## config.mk

```make
export PLATFORM = sky130hd
export DESIGN_NAME = blc_ram
export DESIGN_NICKNAME = d
export VERILOG_FILES = /design/src/blc_ram.sv
export SDC_FILE = /design/constraint.sdc
export NUM_CORES = 1
export LEC_CHECK = 0
export BUFFER_PORTS_ARGS = -buffer_cell sky130_fd_sc_hd__buf_2
export CAP_MARGIN = 20
export CORE_ASPECT_RATIO = 1.75
export CORE_MARGIN = 2
export CORE_UTILIZATION = 45
export DETAILED_ROUTE_END_ITERATION = 7
export PLACE_DENSITY = 0.68
export SKIP_CTS_REPAIR_TIMING = 1
export SLEW_MARGIN = 25
export SYNTH_ARGS = -nofsm -noshare
export SYNTH_HDL_FRONTEND = slang
export SYNTH_SLANG_ARGS = --single-unit
```

## constraint.sdc

```tcl
create_clock -name clk -period 4.6 [get_ports clk]
set_input_delay 0 -clock clk [delete_from_list [all_inputs] [get_ports clk]]
set_output_delay 0 -clock clk [all_outputs]
set_load 0.02 [all_outputs]
```

## src/blc_ram.sv

```systemverilog
module blc_ram #(
    parameter int WIDTH = 8,
    parameter int DEPTH = 64
) (
    input  logic                     clk,
    input  logic                     we,
    input  logic [$clog2(DEPTH)-1:0] waddr,
    input  logic [WIDTH-1:0]         wdata,
    input  logic [$clog2(DEPTH)-1:0] raddr,
    output logic [WIDTH-1:0]         rdata
);

    logic [WIDTH-1:0] mem [DEPTH];

    always_ff @(posedge clk)
    begin
        if (we)
        begin
            mem[waddr] <= wdata;
        end
        rdata <= mem[raddr];
    end

endmodule

```

==> flow_metrics.py <==
metrics = {
    "run_status": {
        "status": "complete, but fails checks",
        "violations": "hold timing",
    },
    "floorplan": {
        "core-area_um2": 44290,
        "initial_core_util": 0.4554,
        "rows": 102,
        "die_area_um2": 46590,
        "ios": 30,
        "die_h_um": 284.0,
        "die_x_um": 164.0,
    },
    "yosys": {
        "yosys_warnings": 0,
        "syn_area_um2": 20170,
        "synth_cells": 940,
        "synth_nets": 962,
        "seq_area_frac_synth": 0.7703,
        "synth.avg_cell_area_um2": 21.45,
        "synth_cell_types": 40,
        "ys_seq_elements": 520,
    },
    "clocking": {
        "path_clk_slew_ns": 0.07,
        "cts_tree": "yes",
        "cts_buffers": 43,
        "h-tree-depth": 2,
        "clk_root_buffer_cell": "clkbuf_16",
        "clock_sinks": 520,
        "clk_path_buf_depth": 3,
        "worst_skew_pair.late_latency_ns": 0.55,
    },
    "timing": {
        "setup_violations": 0,
        "rsz0062_at_grt": "false",
        "slew_headroom": 0.2925,
        "finalCritPeriodShare": 0.4516,
        "timing.hold.ws_ns": -0.01604,
        "tns_ns": 0,
        "worst_pin_slew_ns": 1.057,
        "drv_slew": 0,
        "clock-skew-final_ns": 0.009374,
        "hold_viol_final": 8,
        "post-route-min-period_ns": 2.077,
        "fmax_ghz": 0.4814,
    },
    "drt": {
        "first_iter_violations": 786,
        "num_vias": 9409,
        "drc": 0,
        "dr.pass1.iters": 5,
        "vias_per_cell": 5.914,
        "ant_nets": 0,
        "routedWlPerCell_um": 28.58,
        "wirelength_um": 45470,
    },
    "place": {
        "io_buffers": 29,
        "placed_area_um2": 20930,
        "gp_congestion": 0.8018,
        "dpl.hpwl_um": 28570,
    },
    "cells_and_area": {
        "fillers": 3379,
        "area_growth_syn_to_layout_pct": 11.02,
        "stdcell_area_um2": 22390,
        "mostFrequentLayoutCells": "edfxtp_1 (512), mux4_2 (126), nor2_1 (79)",
        "final_common_cell": "edfxtp_1",
        "drive_above_1_share": 0.2493,
        "finalNetCount": 1007,
        "num_antenna_cells": 0,
    },
    "grt": {
        "antenna_found_initial": 1,
        "grt_pass1_vias": 9929,
        "grt_max_degree": 77,
        "grt_pass1_wl_um": 66230,
        "grt_overflow": 0,
        "gr-usage-all-layers": 0.1996,
    },
    "pwr": {
        "power_density_nw_per_um2": 421.9,
        "p_leak_nw": 6.890,
        "ir_worst_vdd_v": 0.0002262,
    },
    "job": {
        "maxCapViolCount": 0,
    },
    "worst_hold_path": {
        "hold_class": "input port to register",
    },
    "setup_path": {
        "path_class": "register to register",
        "crit_arrival_ns": 2.49,
        "r2r_slack_ns": 2.52,
        "start_kind": "register",
        "end_kind": "register",
        "worstPathRequired_ns": 5.02,
        "crit_fanout": 1,
    },
}
-- cell usage after synthesis --
cell type    n  share of area
o311ai_1     1        0.00043
a221oi_1     6         0.0026
nand4_1      2        0.00062
nand3b_1     3         0.0011
o221a_2      2         0.0011
or3_1        1        0.00031
and2_1       1        0.00031
nand2_1     19         0.0035
o2bb2ai_1    3         0.0013
a21oi_1      3        0.00074
nor2b_1     14         0.0043
clkbuf_1    17         0.0032
nand2b_1     7         0.0022
o41ai_1      2        0.00087
o21a_1       2        0.00074
buf_12       2         0.0020
nand4b_1     1        0.00043
buf_6        4         0.0022
edfxtp_1   512           0.76
o32ai_1      2        0.00087
o21ai_0      2        0.00050
a31oi_1      1        0.00031
buf_4       13         0.0048
nand3_1     13         0.0032
nor3_1       7         0.0017
a22oi_1      3         0.0011
nor2_1      83          0.015
o221ai_1     8         0.0035
nor4_1       2        0.00062
mux2i_1     23          0.011
a211oi_1     4         0.0015
a2111oi_0    2        0.00087
dfxtp_1      8         0.0079
o21ai_1      2        0.00050
buf_1        4        0.00074
buf_2       11         0.0027
mux4_2     126           0.14
mux2_2      13         0.0073
o22ai_1      8         0.0025
o2111ai_1    3         0.0013
-- area by class of cell --
class	count	area [um^2]	share of cell area
sequential	520	15530	0.6939
timing repair buffer	51	406.6	0.01816
tap	572	715.7	0.03197
clock inverter	26	250.2	0.01118
multi-input combinational	369	4325	0.1932
clock buffer	53	1156	0.05164
-- final timing paths --
path                                   end  cells after the start       start
worst min-delay path            mem[14][5]                      1    wdata[5]
worst max register to register    rdata[2]                      4  mem[47][2]
worst min register to register    rdata[2]                      4  mem[22][2]
worst max-delay path              rdata[2]                      4  mem[47][2]
-- through the flow --
stage | hold WS, ns | power (mW) | worst slack (ns) | util | cells
finish | -0.01604 | 9.446 | 2.523 | 0.5056 | 1591
detailed placement | 0.3998 | 5.857 | 1.698 | 0.4726 | 1509
CTS | -0.1836 | 9.497 | 2.277 | 0.5044 | 1588
global route | 0.02901 | 9.679 | 2.424 | 0.5056 | 1591
floorplan | 0.09887 | 5.643 | 2.908 | - | 940
global placement | 0.4420 | 5.842 | 1.729 | 0.4712 | 1507
-- layer usage --
metal / up-vias / GRT usage / part of all wire
li1: 4005 / - / -
met1: 4985 / 0.2263 / 0.34
met2: 341 / 0.3801 / 0.57
met3: 78 / 0.02324 / 0.053
met4: 0 / 0.07061 / 0.031
met5: - / 0 / 0
-- critical path, stage by stage, from the launching register on --
cell and delay (ns):
edfxtp_1 0.37, mux4_2 0.49, mux2_2 0.28, a221oi_1 0.66
o2bb2ai_1 0.15
-- registers in the layout (all words and copies together) (netlist names) --
name   cells
mem      512
rdata      8
-- logic make-up (layout without fill, tap and decap cells) --
group	Yosys count	count (layout)	share of synthesized area
buffers and inverters	51	130	0.01570
AOI/OAI and AO/OA	54	54	0.02072
muxes	162	162	0.1594
DFF	520	520	0.7703
and+or+nand+nor	153	153	0.03387
-- report_power, final --
part	switching, mW	internal [mW]	leakage, nW
Sequential	0.0126	5.24	4.67
Clock	1.63	2.07	0.684
Combinational	0.308	0.186	1.53
Total	1.95	7.50	6.89
Note: power is estimated with default switching activity, not from simulation.
